===== src/sv/ssr_pkg.sv =====
// ----------------------------------------------------------------------------
// ssr_pkg
// Types, register indexes and helpers shared by the search-and-replace core.
// ----------------------------------------------------------------------------
package ssr_pkg;

    localparam int MaxPattern = 8;
    localparam int WinBytes   = 8;
    localparam int QueueDepth = 4;
    localparam int QueuePtrW  = $clog2(QueueDepth);
    localparam int QueueCntW  = $clog2(QueueDepth + 1);

    localparam logic [7:0] CFG_PATTERN_BYTES      = 8'd0;
    localparam logic [7:0] CFG_PATTERN_LENGTH     = 8'd1;
    localparam logic [7:0] CFG_REPLACEMENT_BYTES  = 8'd2;
    localparam logic [7:0] CFG_REPLACEMENT_LENGTH = 8'd3;

    typedef struct packed {
        logic [7:0] text_byte;
        logic       text_last;
    } t_in;

    typedef struct packed {
        logic [7:0] out_byte;
        logic       out_valid;
        logic       out_last;
    } t_out;

    typedef struct packed {
        logic [63:0] pattern_bytes;
        logic [3:0]  pattern_length;
        logic [63:0] replacement_bytes;
        logic [3:0]  replacement_length;
    } t_cfg;

    // A burst of up to eight bytes for the back end; count zero with last set
    // is the empty closing transaction.
    typedef struct packed {
        logic [63:0] data;
        logic [3:0]  count;
        logic        last;
    } t_cmd;

    function automatic logic [63:0] byte_mask(input logic [3:0] len);
        logic [63:0] m;
        m = '0;
        for (int i = 0; i < WinBytes; i++) begin
            if (4'(i) < len) begin
                m[i*8 +: 8] = 8'hFF;
            end
        end
        return m;
    endfunction

    function automatic logic [3:0] eff_pattern_len(input logic [3:0] len);
        logic [3:0] n;
        n = len;
        if (n == 4'd0) begin
            n = 4'd1;
        end
        if (n > 4'(MaxPattern)) begin
            n = 4'(MaxPattern);
        end
        return n;
    endfunction

    function automatic logic [3:0] eff_repl_len(input logic [3:0] len);
        return (len > 4'd8) ? 4'd8 : len;
    endfunction

endpackage


===== src/sv/ssr_front.sv =====
// ----------------------------------------------------------------------------
// ssr_front
// Accepts text bytes, keeps the match window and decides per byte which output
// burst, if any, it yields: replacement, oldest window byte, or flush on last.
// ----------------------------------------------------------------------------
module ssr_front (
    input  logic          i_clk,
    input  logic          i_rst_n,
    input  logic          i_valid,
    input  ssr_pkg::t_in  i_in,
    input  ssr_pkg::t_cfg i_cfg,
    input  logic          i_q_full,
    output logic          o_push,
    output ssr_pkg::t_cmd o_cmd
);
    import ssr_pkg::*;

    logic [63:0] r_win;
    logic [3:0]  r_fill;
    logic [63:0] n_win;
    logic [3:0]  n_fill;

    logic        accept;
    logic [3:0]  plen;
    logic [3:0]  rlen;
    logic [3:0]  drop;
    logic [3:0]  fill_d;
    logic [3:0]  fill_n;
    logic [63:0] w_sh;
    logic [63:0] w_ins;
    logic        full;
    logic        match;

    assign accept = i_valid && !i_q_full;
    assign plen   = eff_pattern_len(i_cfg.pattern_length);
    assign rlen   = eff_repl_len(i_cfg.replacement_length);

    always_comb begin
        if (r_fill >= plen) begin
            drop   = r_fill - (plen - 4'd1);
            fill_d = plen - 4'd1;
        end else begin
            drop   = 4'd0;
            fill_d = r_fill;
        end
        w_sh  = r_win >> {drop, 3'b000};
        w_ins = w_sh;
        w_ins[{fill_d[2:0], 3'b000} +: 8] = i_in.text_byte;
        fill_n = fill_d + 4'd1;
        full   = (fill_n == plen);
        match  = full && (((w_ins ^ i_cfg.pattern_bytes) & byte_mask(plen)) == 64'd0);
    end

    always_comb begin
        o_cmd.last = i_in.text_last;
        o_cmd.data = w_ins;
        o_cmd.count = 4'd0;
        o_push     = 1'b0;
        n_win      = w_ins;
        n_fill     = 4'd0;
        if (match) begin
            o_cmd.data  = i_cfg.replacement_bytes;
            o_cmd.count = rlen;
            o_push      = accept && ((rlen != 4'd0) || i_in.text_last);
        end else if (full) begin
            o_push = accept;
            if (i_in.text_last) begin
                o_cmd.count = plen;
            end else begin
                o_cmd.count = 4'd1;
                n_win       = w_ins >> 8;
                n_fill      = plen - 4'd1;
            end
        end else begin
            if (i_in.text_last) begin
                o_cmd.count = fill_n;
                o_push      = accept;
            end else begin
                n_fill = fill_n;
            end
        end
    end

    always_ff @(posedge i_clk) begin
        if (!i_rst_n) begin
            r_fill <= 4'd0;
        end else if (accept) begin
            r_fill <= n_fill;
        end
    end

    always_ff @(posedge i_clk) begin
        if (accept) begin
            r_win <= n_win;
        end
    end

endmodule


===== src/sv/ssr_cmd_queue.sv =====
// ----------------------------------------------------------------------------
// ssr_cmd_queue
// Short burst queue between the front and back ends.
// ----------------------------------------------------------------------------
module ssr_cmd_queue (
    input  logic          i_clk,
    input  logic          i_rst_n,
    input  logic          i_push,
    input  ssr_pkg::t_cmd i_cmd,
    input  logic          i_pop,
    output logic          o_valid,
    output logic          o_full,
    output ssr_pkg::t_cmd o_head
);
    import ssr_pkg::*;

    t_cmd                 r_mem [QueueDepth];
    logic [QueuePtrW-1:0] r_wr;
    logic [QueuePtrW-1:0] r_rd;
    logic [QueueCntW-1:0] r_cnt;

    logic do_pop;

    assign o_valid = (r_cnt != '0);
    assign o_full  = (r_cnt == QueueCntW'(QueueDepth));
    assign o_head  = r_mem[r_rd];
    assign do_pop  = i_pop && o_valid;

    always_ff @(posedge i_clk) begin
        if (!i_rst_n) begin
            r_wr  <= '0;
            r_rd  <= '0;
            r_cnt <= '0;
        end else begin
            if (i_push) begin
                r_wr <= r_wr + QueuePtrW'(1);
            end
            if (do_pop) begin
                r_rd <= r_rd + QueuePtrW'(1);
            end
            r_cnt <= r_cnt + QueueCntW'(i_push) - QueueCntW'(do_pop);
        end
    end

    always_ff @(posedge i_clk) begin
        if (i_push) begin
            r_mem[r_wr] <= i_cmd;
        end
    end

endmodule


===== src/sv/ssr_back.sv =====
// ----------------------------------------------------------------------------
// ssr_back
// Serializes queued bursts into one output byte per transaction through an
// output register.
// ----------------------------------------------------------------------------
module ssr_back (
    input  logic          i_clk,
    input  logic          i_rst_n,
    input  logic          i_q_valid,
    input  ssr_pkg::t_cmd i_q_head,
    output logic          o_pop,
    input  logic          i_stall,
    output logic          o_valid,
    output ssr_pkg::t_out o_out
);
    import ssr_pkg::*;

    logic [2:0] r_idx;
    logic       r_vld;
    t_out       r_out;

    logic       load;
    logic       take;
    logic       at_end;
    logic       empty;
    t_out       n_out;

    assign load   = !r_vld || !i_stall;
    assign take   = load && i_q_valid;
    assign empty  = (i_q_head.count == 4'd0);
    assign at_end = empty || ({1'b0, r_idx} == (i_q_head.count - 4'd1));
    assign o_pop  = take && at_end;

    always_comb begin
        n_out.out_byte  = empty ? 8'd0 : i_q_head.data[{r_idx, 3'b000} +: 8];
        n_out.out_valid = !empty;
        n_out.out_last  = i_q_head.last && at_end;
    end

    always_ff @(posedge i_clk) begin
        if (!i_rst_n) begin
            r_idx <= 3'd0;
            r_vld <= 1'b0;
        end else begin
            if (load) begin
                r_vld <= i_q_valid;
            end
            if (take) begin
                r_idx <= at_end ? 3'd0 : r_idx + 3'd1;
            end
        end
    end

    always_ff @(posedge i_clk) begin
        if (take) begin
            r_out <= n_out;
        end
    end

    assign o_valid = r_vld;
    assign o_out   = r_out;

endmodule


===== src/sv/stream_search_and_replace_core.sv =====
// ----------------------------------------------------------------------------
// stream_search_and_replace_core
// Rewrites a byte stream, replacing every non-overlapping pattern occurrence.
// Path: accepted bytes pass through the burst queue, then the back-end output register.
// Throughput: one input byte per cycle while the queue has room; output one byte per
// cycle unless i_stall holds it, set by the back-end serializer, which stalls input through a 4-burst queue.
// Reset: synchronous active low; clears window fill, queue and output valid, and resets the rule.
// ----------------------------------------------------------------------------
module stream_search_and_replace_core (
    input  logic          i_clk,
    input  logic          i_rst_n,
    input  logic          i_valid,
    output logic          o_stall,
    input  ssr_pkg::t_in  i_in,
    output logic          o_valid,
    input  logic          i_stall,
    output ssr_pkg::t_out o_out,
    input  logic          i_cfg_we,
    input  logic [7:0]    i_cfg_idx,
    input  logic [63:0]   i_cfg_data
);
    import ssr_pkg::*;

    t_cfg r_cfg;
    logic push;
    logic pop;
    logic q_valid;
    logic q_full;
    t_cmd cmd;
    t_cmd q_head;

    always_ff @(posedge i_clk) begin
        if (!i_rst_n) begin
            r_cfg.pattern_bytes      <= 64'd0;
            r_cfg.pattern_length     <= 4'd1;
            r_cfg.replacement_bytes  <= 64'd0;
            r_cfg.replacement_length <= 4'd0;
        end else if (i_cfg_we) begin
            unique case (i_cfg_idx)
                CFG_PATTERN_BYTES:      r_cfg.pattern_bytes      <= i_cfg_data;
                CFG_PATTERN_LENGTH:     r_cfg.pattern_length     <= i_cfg_data[3:0];
                CFG_REPLACEMENT_BYTES:  r_cfg.replacement_bytes  <= i_cfg_data;
                CFG_REPLACEMENT_LENGTH: r_cfg.replacement_length <= i_cfg_data[3:0];
                default: ;
            endcase
        end
    end

    assign o_stall = q_full;

    ssr_front u_front (
        .i_clk    (i_clk),
        .i_rst_n  (i_rst_n),
        .i_valid  (i_valid),
        .i_in     (i_in),
        .i_cfg    (r_cfg),
        .i_q_full (q_full),
        .o_push   (push),
        .o_cmd    (cmd)
    );

    ssr_cmd_queue u_queue (
        .i_clk   (i_clk),
        .i_rst_n (i_rst_n),
        .i_push  (push),
        .i_cmd   (cmd),
        .i_pop   (pop),
        .o_valid (q_valid),
        .o_full  (q_full),
        .o_head  (q_head)
    );

    ssr_back u_back (
        .i_clk     (i_clk),
        .i_rst_n   (i_rst_n),
        .i_q_valid (q_valid),
        .i_q_head  (q_head),
        .o_pop     (pop),
        .i_stall   (i_stall),
        .o_valid   (o_valid),
        .o_out     (o_out)
    );

    a_no_push_when_full: assert property (@(posedge i_clk) disable iff (!i_rst_n)
        q_full |-> !push)
        else $error("burst pushed into full queue");

    a_empty_burst_is_last: assert property (@(posedge i_clk) disable iff (!i_rst_n)
        (push && cmd.count == 4'd0) |-> cmd.last)
        else $error("empty burst without last");

    a_burst_bounded: assert property (@(posedge i_clk) disable iff (!i_rst_n)
        push |-> (cmd.count <= 4'd8))
        else $error("burst longer than eight bytes");

    a_empty_result_closes: assert property (@(posedge i_clk) disable iff (!i_rst_n)
        (o_valid && !o_out.out_valid) |-> o_out.out_last)
        else $error("empty result without last");

endmodule


===== config.mk =====
export PLATFORM = sky130hd
export DESIGN_NAME = stream_search_and_replace_core
export DESIGN_NICKNAME = d
export VERILOG_FILES = /design/src/sv/ssr_pkg.sv /design/src/sv/ssr_front.sv /design/src/sv/ssr_cmd_queue.sv /design/src/sv/ssr_back.sv /design/src/sv/stream_search_and_replace_core.sv
export SDC_FILE = /design/constraint.sdc
export NUM_CORES = 1
export LEC_CHECK = 0
export ABC_AREA = 1
export BUFFER_PORTS_ARGS = -buffer_cell sky130_fd_sc_hd__buf_2
export CAP_MARGIN = 20
export CORE_MARGIN = 2
export CORE_UTILIZATION = 50
export DETAILED_ROUTE_END_ITERATION = 10
export GPL_TIMING_DRIVEN = 0
export HOLD_SLACK_MARGIN = 0.15
export PLACE_DENSITY = 0.67
export SYNTH_ARGS = -nofsm -noshare
export SYNTH_HDL_FRONTEND = slang
export SYNTH_SLANG_ARGS = --single-unit

===== constraint.sdc =====
create_clock -name i_clk -period 9.28 [get_ports i_clk]
set_clock_uncertainty 0.15 [all_clocks]
set_input_delay 2.784 -clock i_clk [delete_from_list [all_inputs] [get_ports i_clk]]
set_output_delay 2.784 -clock i_clk [all_outputs]
set_load 0.05 [all_outputs]

Word-level counts from Yosys, hierarchy flattened:

Memory sizes are Yosys's and may differ from the RTL's. A register that Yosys moved wholly into a read port is not among the register bits.
Cells that the tools add are included.

* bits in registers: 225
* RAM bits: 276
* input port bits: 86
* output and inout port bits: 12
* word-level logic and storage cells: 106
* memories: 1

* add/sub/neg operators: 10
* $lt $le $gt $ge: 11
* equality and inequality tests: 6
* shifts and indexed selects: 4
* mux-type cells: 34
* bitwise gates (word level): 2
* reduce and logical (&&, ||, !) cells: 24

Memory list
* u_queue.r_mem: depth 4, width 69, read ports 1, clocked after memory_dff 1, write ports 1, RTL line ssr_cmd_queue.sv:17 `t_cmd r_mem [QueueDepth];`

Operators by type and width (number)
* two-way mux 64 bit: 4
* AND 64 bit: 1
* bitwise mux 64 bit: 1
* logical NOT 64 bit: 1
* two-way mux 8 bit: 8
* variable shift 8 x 8 -> 64 bit, first input constant: 1
* variable part select 64 x 7 -> 8 bit: 1
* variable part select 8 x 8 -> 64 bit: 1
* right shift 64 x 7 -> 64 bit: 1
* bitwise XOR 64 bit: 1
* two-way mux 4 bit: 13
* == test 8 x 2 -> 1 bit, second input constant: 2
* < comparator 3 x 4 -> 1 bit, first input constant: 4
* == test 8 x 1 -> 1 bit, second input constant: 1
* greater-than comparator 4 bit, second input constant: 2
* logical NOT 4 bit: 2
* logical NOT 8 bit: 1
* < comparator 1 x 4 -> 1 bit, first input constant: 2
* < comparator 2 x 4 -> 1 bit, first input constant: 2
* negation 6 -> 8 bit: 1
* AND reduction 2 bit: 4
* subtractor 4 x 1 -> 4 bit, second input constant: 2
* logical AND 1 bit: 7
* two-way mux 1 bit: 5
* 16 further kinds: 23

Depth between registers and ports, before layout:

Gate-level depths: netlist of run 1.

* depth after elaboration: 16
* mapped depth: 39
* gate-level depth less buffers: 36

By module:

A second synthesis of run 1 with hierarchy kept.

* cells, all modules: 3331
* area, all modules: 26724.4 um^2

Modules (own cells, without submodules)
* ssr_cmd_queue: times used 1, cells each 728, area an instance 10696.5 um^2, sequential area each 8468.1 um^2
* ssr_front: times used 1, cells each 1595, area an instance 8972.4 um^2, sequential area each 2001.9 um^2
* stream_search_and_replace_core: times used 1, cells each 829, area an instance 5850.6 um^2, sequential area each 2722.6 um^2
* ssr_back: times used 1, cells each 179, area an instance 1204.9 um^2, sequential area each 380.4 um^2

Worst setup path before layout of run 1:

No wires, ideal clock.

* path kind: flip-flop to flip-flop
* start point: register r_cfg[70] in the netlist's numbering
* end point: memory u_queue.r_mem[0][0] in the netlist's numbering, enable pin
* library setup time: 496 ps
* data arrival time: 7130 ps
* required time: 8634 ps
* setup slack: 1503 ps
* stages on the path, launching flop included: 33
* period minus slack after synthesis: 7777 ps
* cell sequence: dfxtp_1 inv_2 nand2_1 a21oi_2 inv_1 ha_1 nand2_1 nand2_1 nand2_1 nand2_2 nand2_2 buf_6 nand2_1 nand2_2 buf_2 ha_1 ha_1 clkbuf_1 nor2_1 nand3_1 nand2_1 nand2_1 nand3_1 nand2_1 nor2_1 nand2_1 nor2_1 nand3_1 nor2_1 nand4_1 nand2_1 inv_1 nor2_1

* cells in the longest elaborated chain, start to end: 16
* elaborated cells between the ends (all ways): 40
* those cells by class: add/sub (4); order compare (10); eq/ne (1); shift (3); mux (17); bitwise (2); reduce/logical (3)

RTL lines
* start, declared: RTL line stream_search_and_replace_core.sv:24 `t_cfg r_cfg;`
* logical NOT 4 bit: RTL line ssr_pkg.sv:58 `if (n == 4'd0) begin`
* two-way mux 4 bit *: RTL line ssr_pkg.sv:58
* greater-than comparator 4 bit: RTL line ssr_pkg.sv:61 `if (n > 4'(MaxPattern)) begin`
* two-way mux 4 bit *: RTL line ssr_pkg.sv:61
* subtractor 4 x 1 -> 4 bit or greater-or-equal comparator 4 bit (tied branches): RTL line ssr_front.sv:40, ssr_front.sv:41, ssr_front.sv:39
* subtractor 4 bit or two-way mux 4 bit (tied branches): RTL line ssr_front.sv:40, ssr_front.sv:39
* two-way mux 4 bit or negation 6 -> 8 bit (tied branches): RTL line ssr_front.sv:39, ssr_front.sv:48
* right shift 64 x 7 -> 64 bit (tied with other cells): RTL line ssr_front.sv:46 `w_sh = r_win >> {drop, 3'b000};`
* bitwise mux 64 bit: RTL line ssr_front.sv:48 `w_ins[{fill_d[2:0], 3'b000} +: 8] = i_in.text_byte;`
* bitwise XOR 64 bit: RTL line ssr_front.sv:51 `match = full && (((w_ins ^ i_cfg.pattern_bytes) & byte_mask(plen)) == 64'd0);`
* AND 64 bit: RTL line ssr_front.sv:51
* logical NOT 64 bit: RTL line ssr_front.sv:51
* logical AND 1 bit: RTL line ssr_front.sv:51
* two-way mux 1 bit *: RTL line ssr_front.sv:61 `if (match) begin`
* net push: RTL line stream_search_and_replace_core.sv:25 `logic push;`
* two-way mux 1 bit *: RTL line ssr_cmd_queue.sv:46 `if (i_push) begin`
* two-way mux 1 bit (not written as such) *: RTL line ssr_cmd_queue.sv:47 `r_mem[r_wr] <= i_cmd;`
* end, declared: RTL line ssr_cmd_queue.sv:17

The timed path passes the listed nets; every way through them passes the cells marked *.

Worst setup path in the final report of run 1:

* start point: register r_cfg[70] in the netlist's numbering
* end point: memory u_queue.r_mem[2][50] in the netlist's numbering, enable pin

Same word-level chain as after synthesis.

==> impl_metrics.env, run 1 <==
export IMPL_drc=0
export IMPL_cts_resized_gates=0
export IMPL_max_freq_mhz=127
export IMPL_edff_count_synth=350
export IMPL_initial_utilization=0.506
export IMPL_final_layout_size_suffix_gt1_frac=0.0967
export IMPL_sequential_standard_cell_area_um2=13600
export IMPL_worst_margin_pin_slew_ns=1.16
export IMPL_yosys_warnings=0
export IMPL_synth_top_cells_by_area="sky130_fd_sc_hd__edfxtp_1 41%, sky130_fd_sc_hd__dfxtp_1 12%, sky130_fd_sc_hd__nand2_1 9.2%"
export IMPL_detailroute_via_count=23600
export IMPL_initialDrtViolationCount=2984
export IMPL_clock_insertion_delay_worst_skew_ns=0.61
export IMPL_critPathRequiredTime_ns=9.43
export IMPL_cts_root_to_sink_buffers=3
export IMPL_synthDominantCellAreaShare=0.414
export IMPL_die_x_um=229
export IMPL_postRouteWirelength_mm=101
export IMPL_die_h_um=229
export IMPL_register_to_register_setup_slack_ns=1.42
export IMPL_drv_slew=0
export IMPL_worstHoldPathCells=2
export IMPL_final_critical_delay_including_setup_and_external_delays_ns=7.86
export IMPL_final_hold_vio_count=0
export IMPL_synth_top_area_cell="sky130_fd_sc_hd__edfxtp_1"
export IMPL_cts_htree_levels=2
export IMPL_r2r_start="r_cfg[70]"
export IMPL_worst_hold_path_endpoint="r_cfg[134]"
export IMPL_min_from="r_cfg[134]"
export IMPL_placement_rows=82
export IMPL_synth_seq_cells=503
export IMPL_type_of_destination_of_the_critical_path="flip-flop"
export IMPL_clk_root_buffer_cell="sky130_fd_sc_hd__clkbuf_16"
export IMPL_r2r_worst_path_cells=34
export IMPL_dp_final_hpwl_mm=77.8
export IMPL_wire_length_of_the_first_global_routing_pass_mm=144
export IMPL_finalCritPeriodShare=0.847
export IMPL_critical_path_slowest_cell="sky130_fd_sc_hd__nor3_1"
export IMPL_io_count=98
export IMPL_synth_common_cells="623 x sky130_fd_sc_hd__nand2_1, 420 x sky130_fd_sc_hd__nor2_1, 385 x sky130_fd_sc_hd__nand3_1, 350 x sky130_fd_sc_hd__edfxtp_1, 348 x sky130_fd_sc_hd__o21ai_0"
export IMPL_outcome="completed"
export IMPL_grt_max_degree=65
export IMPL_synth_net_count=3141
export IMPL_synthFlopType="sky130_fd_sc_hd__edfxtp_1"
export IMPL_synth_async_sr_flop_share=0
export IMPL_ys_seq_area_frac=0.535
export IMPL_first_pass_iters=6
export IMPL_synth_area_um2=25400
export IMPL_multiInputGateArea_um2=10200
export IMPL_post_synth_cell_types=47
export IMPL_clock_tree_from_tritoncts="done"
export IMPL_floorplan_die_area_um2=52600
export IMPL_regToRegEndpoint="u_queue.r_mem[2][50]"
export IMPL_critical_path_most_common_cell="sky130_fd_sc_hd__nand2_1"
export IMPL_portBuffers=96
export IMPL_number_of_global_route_vias_before_repair=21900
export IMPL_crit_type="reg -> reg"
export IMPL_via_per_inst=6.03
export IMPL_gp_congestion=1.08
export IMPL_filler_cell_count=4619
export IMPL_design_core_area_um2=50200
export IMPL_max_stage_delay_ns=1.01
export IMPL_setup_worst_path_start_class="flip-flop"
export IMPL_grt_remaining_overflow=0
export IMPL_syn_to_final_growth_pct=13.3
export IMPL_clkTransAtPathRegs_ns=0.07
export IMPL_most_numerous_cell_in_the_yosys_netlist="sky130_fd_sc_hd__nand2_1"
export IMPL_min_path_type="reg -> reg"
export IMPL_cts_hold_buf=0
export IMPL_synthesis_area_per_instance_um2=8.38
export IMPL_timing_final_setup_violations=0
export IMPL_post_synth_inst_count=3027
export IMPL_post_cts_setup_buffers=0
export IMPL_cts_buffers_inserted=51
export IMPL_setup_repair_after_global_routing_missed_its_margin="false"
export IMPL_worst_path_maximum_fanout=28
export IMPL_worst_slew_margin_rel=0.218
export IMPL_route_antenna_remaining_nets=0
export IMPL_gr_usage_all_layers=0.378
export IMPL_tns_ns=0
export IMPL_antenna_found_initial=4
export IMPL_wl_per_cell_um=25.8
export IMPL_finalNetCount=3309
export IMPL_drv_cap=0
export IMPL_cp_data_arrival_time_ns=8.01
export IMPL_numClockSinks=503
==> layout by cell type, fill, tap and decap left out, types with 4 or more instances in the layout <==
cell type,count
sky130_fd_sc_hd__buf_6,9
sky130_fd_sc_hd__nand3_2,5
sky130_fd_sc_hd__o22ai_1,18
sky130_fd_sc_hd__a31oi_1,25
sky130_fd_sc_hd__buf_1,11
sky130_fd_sc_hd__edfxtp_1,350
sky130_fd_sc_hd__clkbuf_8,11
sky130_fd_sc_hd__clkbuf_1,124
sky130_fd_sc_hd__nand2_1,623
sky130_fd_sc_hd__buf_2,137
sky130_fd_sc_hd__ha_1,26
sky130_fd_sc_hd__nand4_1,7
sky130_fd_sc_hd__buf_4,8
sky130_fd_sc_hd__buf_12,7
sky130_fd_sc_hd__nand2_2,11
sky130_fd_sc_hd__xor2_1,6
sky130_fd_sc_hd__or2_1,4
sky130_fd_sc_hd__xnor2_1,4
sky130_fd_sc_hd__o221ai_1,48
sky130_fd_sc_hd__o21ai_0,348
sky130_fd_sc_hd__clkbuf_4,5
sky130_fd_sc_hd__clkbuf_16,51
sky130_fd_sc_hd__o21ai_2,4
sky130_fd_sc_hd__bufinv_16,5
sky130_fd_sc_hd__dfxtp_1,153
sky130_fd_sc_hd__or2_2,18
sky130_fd_sc_hd__inv_1,203
sky130_fd_sc_hd__nor2_4,5
sky130_fd_sc_hd__nand3b_1,35
sky130_fd_sc_hd__a21oi_1,61
sky130_fd_sc_hd__nor3_1,6
sky130_fd_sc_hd__o21ai_1,37
sky130_fd_sc_hd__nor2_1,416
sky130_fd_sc_hd__clkinvlp_4,6
sky130_fd_sc_hd__o211ai_1,15
sky130_fd_sc_hd__inv_2,8
sky130_fd_sc_hd__nand3_1,385
sky130_fd_sc_hd__o21bai_1,4
==> metal layers <==
layer / GRT usage / routed length (µm)
met2: 0.607 / 46200
met1: 0.502 / 39600
met4: 0.200 / 5650
met5: 0 / 13
met3: 0.0493 / 9400
==> flip-flops by register name, indices dropped and copies added, names as in the netlist, named ones only <==
name,flops
u_queue.r_rd,2
u_queue.r_mem,276
u_back.o_out,10
r_cfg,136
u_back.r_idx,3
u_back.o_valid,1
u_front.r_win,64
u_front.r_fill,4
u_queue.r_wr,2
u_queue.r_cnt,3
==> how the worst max path moves through the flow <==
stage	depth (start not counted)	start	end
final	34	r_cfg[70]	u_queue.r_mem[2][50]
after global routing	32	r_cfg[71]	u_queue.r_mem[2][66]
after CTS	32	r_cfg[71]	u_queue.r_mem[2][62]
after detailed placement	32	r_cfg[71]	u_queue.r_mem[2][57]
after global placement	32	r_cfg[70]	u_queue.r_mem[0][57]
after floorplan	32	r_cfg[70]	u_queue.r_mem[0][0]
==> final cells by class <==
type,count,share of cell area
diodes,3,0.000261
plain buffers,176,0.0276
clock buffers,75,0.0513
clock inverters,20,0.00927
inverters,214,0.0280
multi-input cells,2134,0.356
flip-flops and latches,503,0.472
well taps,672,0.0292
repair buffers,115,0.0264
==> cells by family after synthesis <==
family,after synthesis,synth area share
AND/OR/NAND/NOR,1524,0.257
flip-flops,503,0.535
buffers and inverters,390,0.0630
AO/OA/AOI/OAI,571,0.126
adder cells (fa/ha/maj),28,0.0144
XOR/XNOR,11,0.00409
==> metrics by stage <==
stage	setup slack [ns]	instances	utilization	cell area (µm²)	hold slack [ns]
CTS	1.53	3903	0.572	28700	0.320
detailed placement	1.56	3808	0.537	27000	0.310
global route	0.967	3909	0.573	28700	0.341
global placement	-2.64	3795	0.532	26700	0.307
finish	1.42	3912	0.573	28800	0.322
floorplan	1.50	3027	-	25400	0.286
==> worst max-delay path: cells and delay by family (launching register included) <==
family                   cells  cell delay, ns
AO/OA/AOI/OAI                1            0.27
adder cells (fa/ha/maj)      2            0.60
buffers and inverters        9            2.16
AND/OR/NAND/NOR             22            3.92
flip-flops                   1            0.36
Power of run 1 is not shown: default switching activity piles up to over one toggle a cycle in this logic, so the estimate is an artifact.
==> run 2: changes to the inputs <==
--- a/config.mk
+++ b/config.mk
@@ -5,7 +5,7 @@
 export SDC_FILE = /design/constraint.sdc
 export NUM_CORES = 1
 export LEC_CHECK = 0
-export ABC_AREA = 1
+export ABC_AREA = 0
 export BUFFER_PORTS_ARGS = -buffer_cell sky130_fd_sc_hd__buf_2
 export CAP_MARGIN = 20
 export CORE_MARGIN = 2
==> constraint.sdc (replaced) <==
create_clock -name i_clk -period 8.1 [get_ports i_clk]
set_clock_uncertainty 0.15 [all_clocks]
set_input_delay 2.43 -clock i_clk [delete_from_list [all_inputs] [get_ports i_clk]]
set_output_delay 2.43 -clock i_clk [all_outputs]
set_load 0.05 [all_outputs]
==> run 2 against run 1 <==
Non-clock buffer count decreased by 18. Global-route usage increased by 0.27 points. Clock-buffer cell count decreased by 1. Highest routed layer unchanged. Die area increased by 1.7%. Fmax decreased by 1.9%.
==> impl_metrics.env, run 2 <==
export IMPL_die_x_um=231
export IMPL_ir_worst_vdd_v=0.000347
export IMPL_syn_to_final_growth_pct=14.0
export IMPL_crit_type="reg -> reg"
export IMPL_grt_max_degree=59
export IMPL_final_hold_vio_count=0
export IMPL_finalNetCount=2552
export IMPL_outcome="completed"
export IMPL_clock_tree_from_tritoncts="done"
export IMPL_multiInputGateArea_um2=11500
export IMPL_setup_worst_path_start_class="flip-flop"
export IMPL_edff_count_synth=350
export IMPL_design_area_um2=29400
export IMPL_cts_buffers_inserted=52
export IMPL_timing_final_setup_violations=0
export IMPL_gr_usage_all_layers=0.381
export IMPL_number_of_flip_flops_in_the_largest_register=276
export IMPL_reg_top3="u_queue.r_mem: 276 flops, r_cfg: 136 flops, u_front.r_win: 64 flops"
export IMPL_synth_async_sr_flop_share=0
export IMPL_final_cells=3163
export IMPL_clkTransAtPathRegs_ns=0.06
export IMPL_number_of_global_route_vias_before_repair=20100
export IMPL_cts_hold_buf=0
export IMPL_antenna_found_initial=4
export IMPL_ys_seq_area_frac=0.526
export IMPL_type_of_destination_of_the_critical_path="flip-flop"
export IMPL_die_h_um=231
export IMPL_route_antenna_remaining_nets=0
export IMPL_portBuffers=91
export IMPL_io_count=98
export IMPL_wire_length_of_the_first_global_routing_pass_mm=144
export IMPL_drv_cap=0
export IMPL_tns_ns=0
export IMPL_total_switching_power_mw=6.01
export IMPL_first_pass_iters=6
export IMPL_synth_top_cells_by_area="sky130_fd_sc_hd__edfxtp_1 41%, sky130_fd_sc_hd__dfxtp_1 12%, sky130_fd_sc_hd__mux4_2 7.5%"
export IMPL_synthFlopType="sky130_fd_sc_hd__edfxtp_1"
export IMPL_synthDominantCellAreaShare=0.407
export IMPL_dp_cells=3055
export IMPL_dp_slack_ns=-0.937
export IMPL_postRouteWirelength_mm=102
export IMPL_placement_rows=83
export IMPL_most_common_layout_cells="350 x sky130_fd_sc_hd__edfxtp_1, 349 x sky130_fd_sc_hd__nand2_1, 152 x sky130_fd_sc_hd__dfxtp_1"
export IMPL_drv_slew=0
export IMPL_critPathRequiredTime_ns=8.28
export IMPL_clock_insertion_delay_worst_skew_ns=0.63
export IMPL_detailroute_via_count=20800
export IMPL_dp_final_hpwl_mm=76.7
export IMPL_post_synth_inst_count=2273
export IMPL_cp_data_arrival_time_ns=8.19
export IMPL_sequential_standard_cell_area_um2=13600
export IMPL_sequentialPowerShare=0.337
export IMPL_wl_per_cell_um=32.2
export IMPL_synth_seq_cells=503
export IMPL_cts_htree_levels=2
export IMPL_worst_path_maximum_fanout=10
export IMPL_synth_area_um2=25800
export IMPL_final_critical_delay_including_setup_and_external_delays_ns=8.01
export IMPL_layout_core_utilization=0.575
export IMPL_synth_net_count=2387
export IMPL_power_clock_fraction=0.183
export IMPL_setup_repair_after_global_routing_missed_its_margin="false"
export IMPL_worst_margin_pin_slew_ns=1.10
export IMPL_initial_utilization=0.504
export IMPL_final_hold_worst_slack_ns=0.316
export IMPL_worstHoldPathCells=2
export IMPL_final_layout_size_suffix_gt1_frac=0.175
export IMPL_numClockSinks=503
export IMPL_filler_cell_count=4196
export IMPL_worst_slew_margin_rel=0.265
export IMPL_leakagePower_nw=10.2
export IMPL_post_synth_cell_types=92
export IMPL_gp_congestion=1.05
export IMPL_drc=0
export IMPL_synthesis_area_per_instance_um2=11.4
export IMPL_min_path_type="reg -> reg"
export IMPL_r2r_worst_path_cells=24
export IMPL_initialDrtViolationCount=3068
export IMPL_synth_common_cells="350 x sky130_fd_sc_hd__edfxtp_1, 349 x sky130_fd_sc_hd__nand2_1, 153 x sky130_fd_sc_hd__dfxtp_1, 135 x sky130_fd_sc_hd__a21boi_0, 130 x sky130_fd_sc_hd__nor2_1"
export IMPL_layout_cells_most_common="sky130_fd_sc_hd__edfxtp_1"
export IMPL_max_freq_mhz=125
export IMPL_placement_cell_area_um2=27300
export IMPL_finalCritPeriodShare=0.989
export IMPL_regMostFlops="u_queue.r_mem"
export IMPL_via_per_inst=6.59
export IMPL_design_core_area_um2=51200
export IMPL_final_critical_path_setup_slack_ns=0.0882
export IMPL_comb_power_share=0.480
export IMPL_power_mw=13.8
export IMPL_switching_portion_of_total_power=0.435
export IMPL_clk_root_buffer_cell="sky130_fd_sc_hd__clkbuf_16"
export IMPL_most_numerous_cell_in_the_yosys_netlist="sky130_fd_sc_hd__edfxtp_1"
export IMPL_yosys_warnings=0
export IMPL_p_int_mw=7.79
export IMPL_floorplan_die_area_um2=53500
export IMPL_cts_root_to_sink_buffers=3
export IMPL_cellPowerDensity_nw_per_um2=469
export IMPL_synth_top_area_cell="sky130_fd_sc_hd__edfxtp_1"
export IMPL_grt_remaining_overflow=0
export IMPL_register_to_register_setup_slack_ns=0.09
## run 2: cell types whose count changed in the layout (fill, tap and decap cells not counted), sizes merged, moves of 56 or more
cell    previous run  this run
a21boi             0       136
a21oi             64       120
inv              214        63
mux2i              0        95
mux4               0        86
nand2            637       349
nand3            391        38
nor2             424       130
o21ai            389        52
## run 2: cell type report
cell class                 count  area share
sequential                   503       0.461
multi-input combinational   1548       0.392
clock buffer                  74      0.0512
tap                          680      0.0289
timing repair buffer         112      0.0251
buffer                       161      0.0241
clock inverter                24      0.0100
inverter                      60     0.00774
antenna                        1   0.0000850
## run 2: worst max-delay path: stages, from the launching register on
cell and delay [ns]:
sky130_fd_sc_hd__dfxtp_1 0.42, sky130_fd_sc_hd__o21ba_1 0.17, sky130_fd_sc_hd__or2_1 0.19, sky130_fd_sc_hd__buf_2 0.18, sky130_fd_sc_hd__ha_1 0.30, sky130_fd_sc_hd__and3b_1 0.27
sky130_fd_sc_hd__o21ai_4 0.27, sky130_fd_sc_hd__buf_4 0.27, sky130_fd_sc_hd__clkbuf_4 0.29, sky130_fd_sc_hd__buf_4 0.27, sky130_fd_sc_hd__o21ai_1 0.18, sky130_fd_sc_hd__ha_1 0.27
sky130_fd_sc_hd__ha_1 0.33, sky130_fd_sc_hd__a21boi_1 0.34, sky130_fd_sc_hd__and2_1 0.36, sky130_fd_sc_hd__and4b_1 0.43, sky130_fd_sc_hd__mux2i_4 0.38, sky130_fd_sc_hd__buf_4 0.23
sky130_fd_sc_hd__xor2_1 0.19, sky130_fd_sc_hd__o221ai_1 0.28, sky130_fd_sc_hd__a2111oi_4 0.45, sky130_fd_sc_hd__nand4_1 0.17, sky130_fd_sc_hd__buf_2 0.26, sky130_fd_sc_hd__clkbuf_1 0.39
sky130_fd_sc_hd__a21oi_1 0.66
## run 2: cells by family after synthesis
| kind of cell | after synthesis | synth area share |
|---|---|---|
| simple gates | 658 | 0.112 |
| mux | 225 | 0.132 |
| buf+inv | 222 | 0.0354 |
| xor+xnor | 63 | 0.0220 |
| flops | 503 | 0.526 |
| compound gates | 574 | 0.158 |
| fa+ha+maj | 28 | 0.0142 |
## run 2: timing repair
item                                    CTS  global route
endpoints found under the hold margin     0             0
gates resized for setup                  22            34
buffers inserted                          0             6
endpoints found under the setup margin  617           570
pin swaps                                 0             2
## run 2: final timing paths
check        startpoint              endpoint
max           r_cfg[68]  u_queue.r_mem[3][67]
min           r_cfg[61]             r_cfg[61]
max reg2reg   r_cfg[68]  u_queue.r_mem[3][67]
min reg2reg   r_cfg[61]             r_cfg[61]
## run 2: per-layer routing
layer  global-route usage  vias up  part of all wire
met5                    0        -           0.00035
met4                0.145        6             0.042
met3               0.0865      223              0.11
met2                0.563     1362              0.43
met1                0.549    10400              0.41
li1                     -     8850                 -
## run 2: power by group through the flow
stage	logic [mW]	registers [mW]	clock network [mW]
2_1_floorplan	3.77	4.47	0
3_3_place_gp	6.07	4.67	0
3_5_place_dp	6.20	4.65	0
4_1_cts	6.30	4.62	2.53
5_1_grt	6.90	4.67	2.63
6_report	6.62	4.66	2.52
Power figures use the tool's default switching activity.
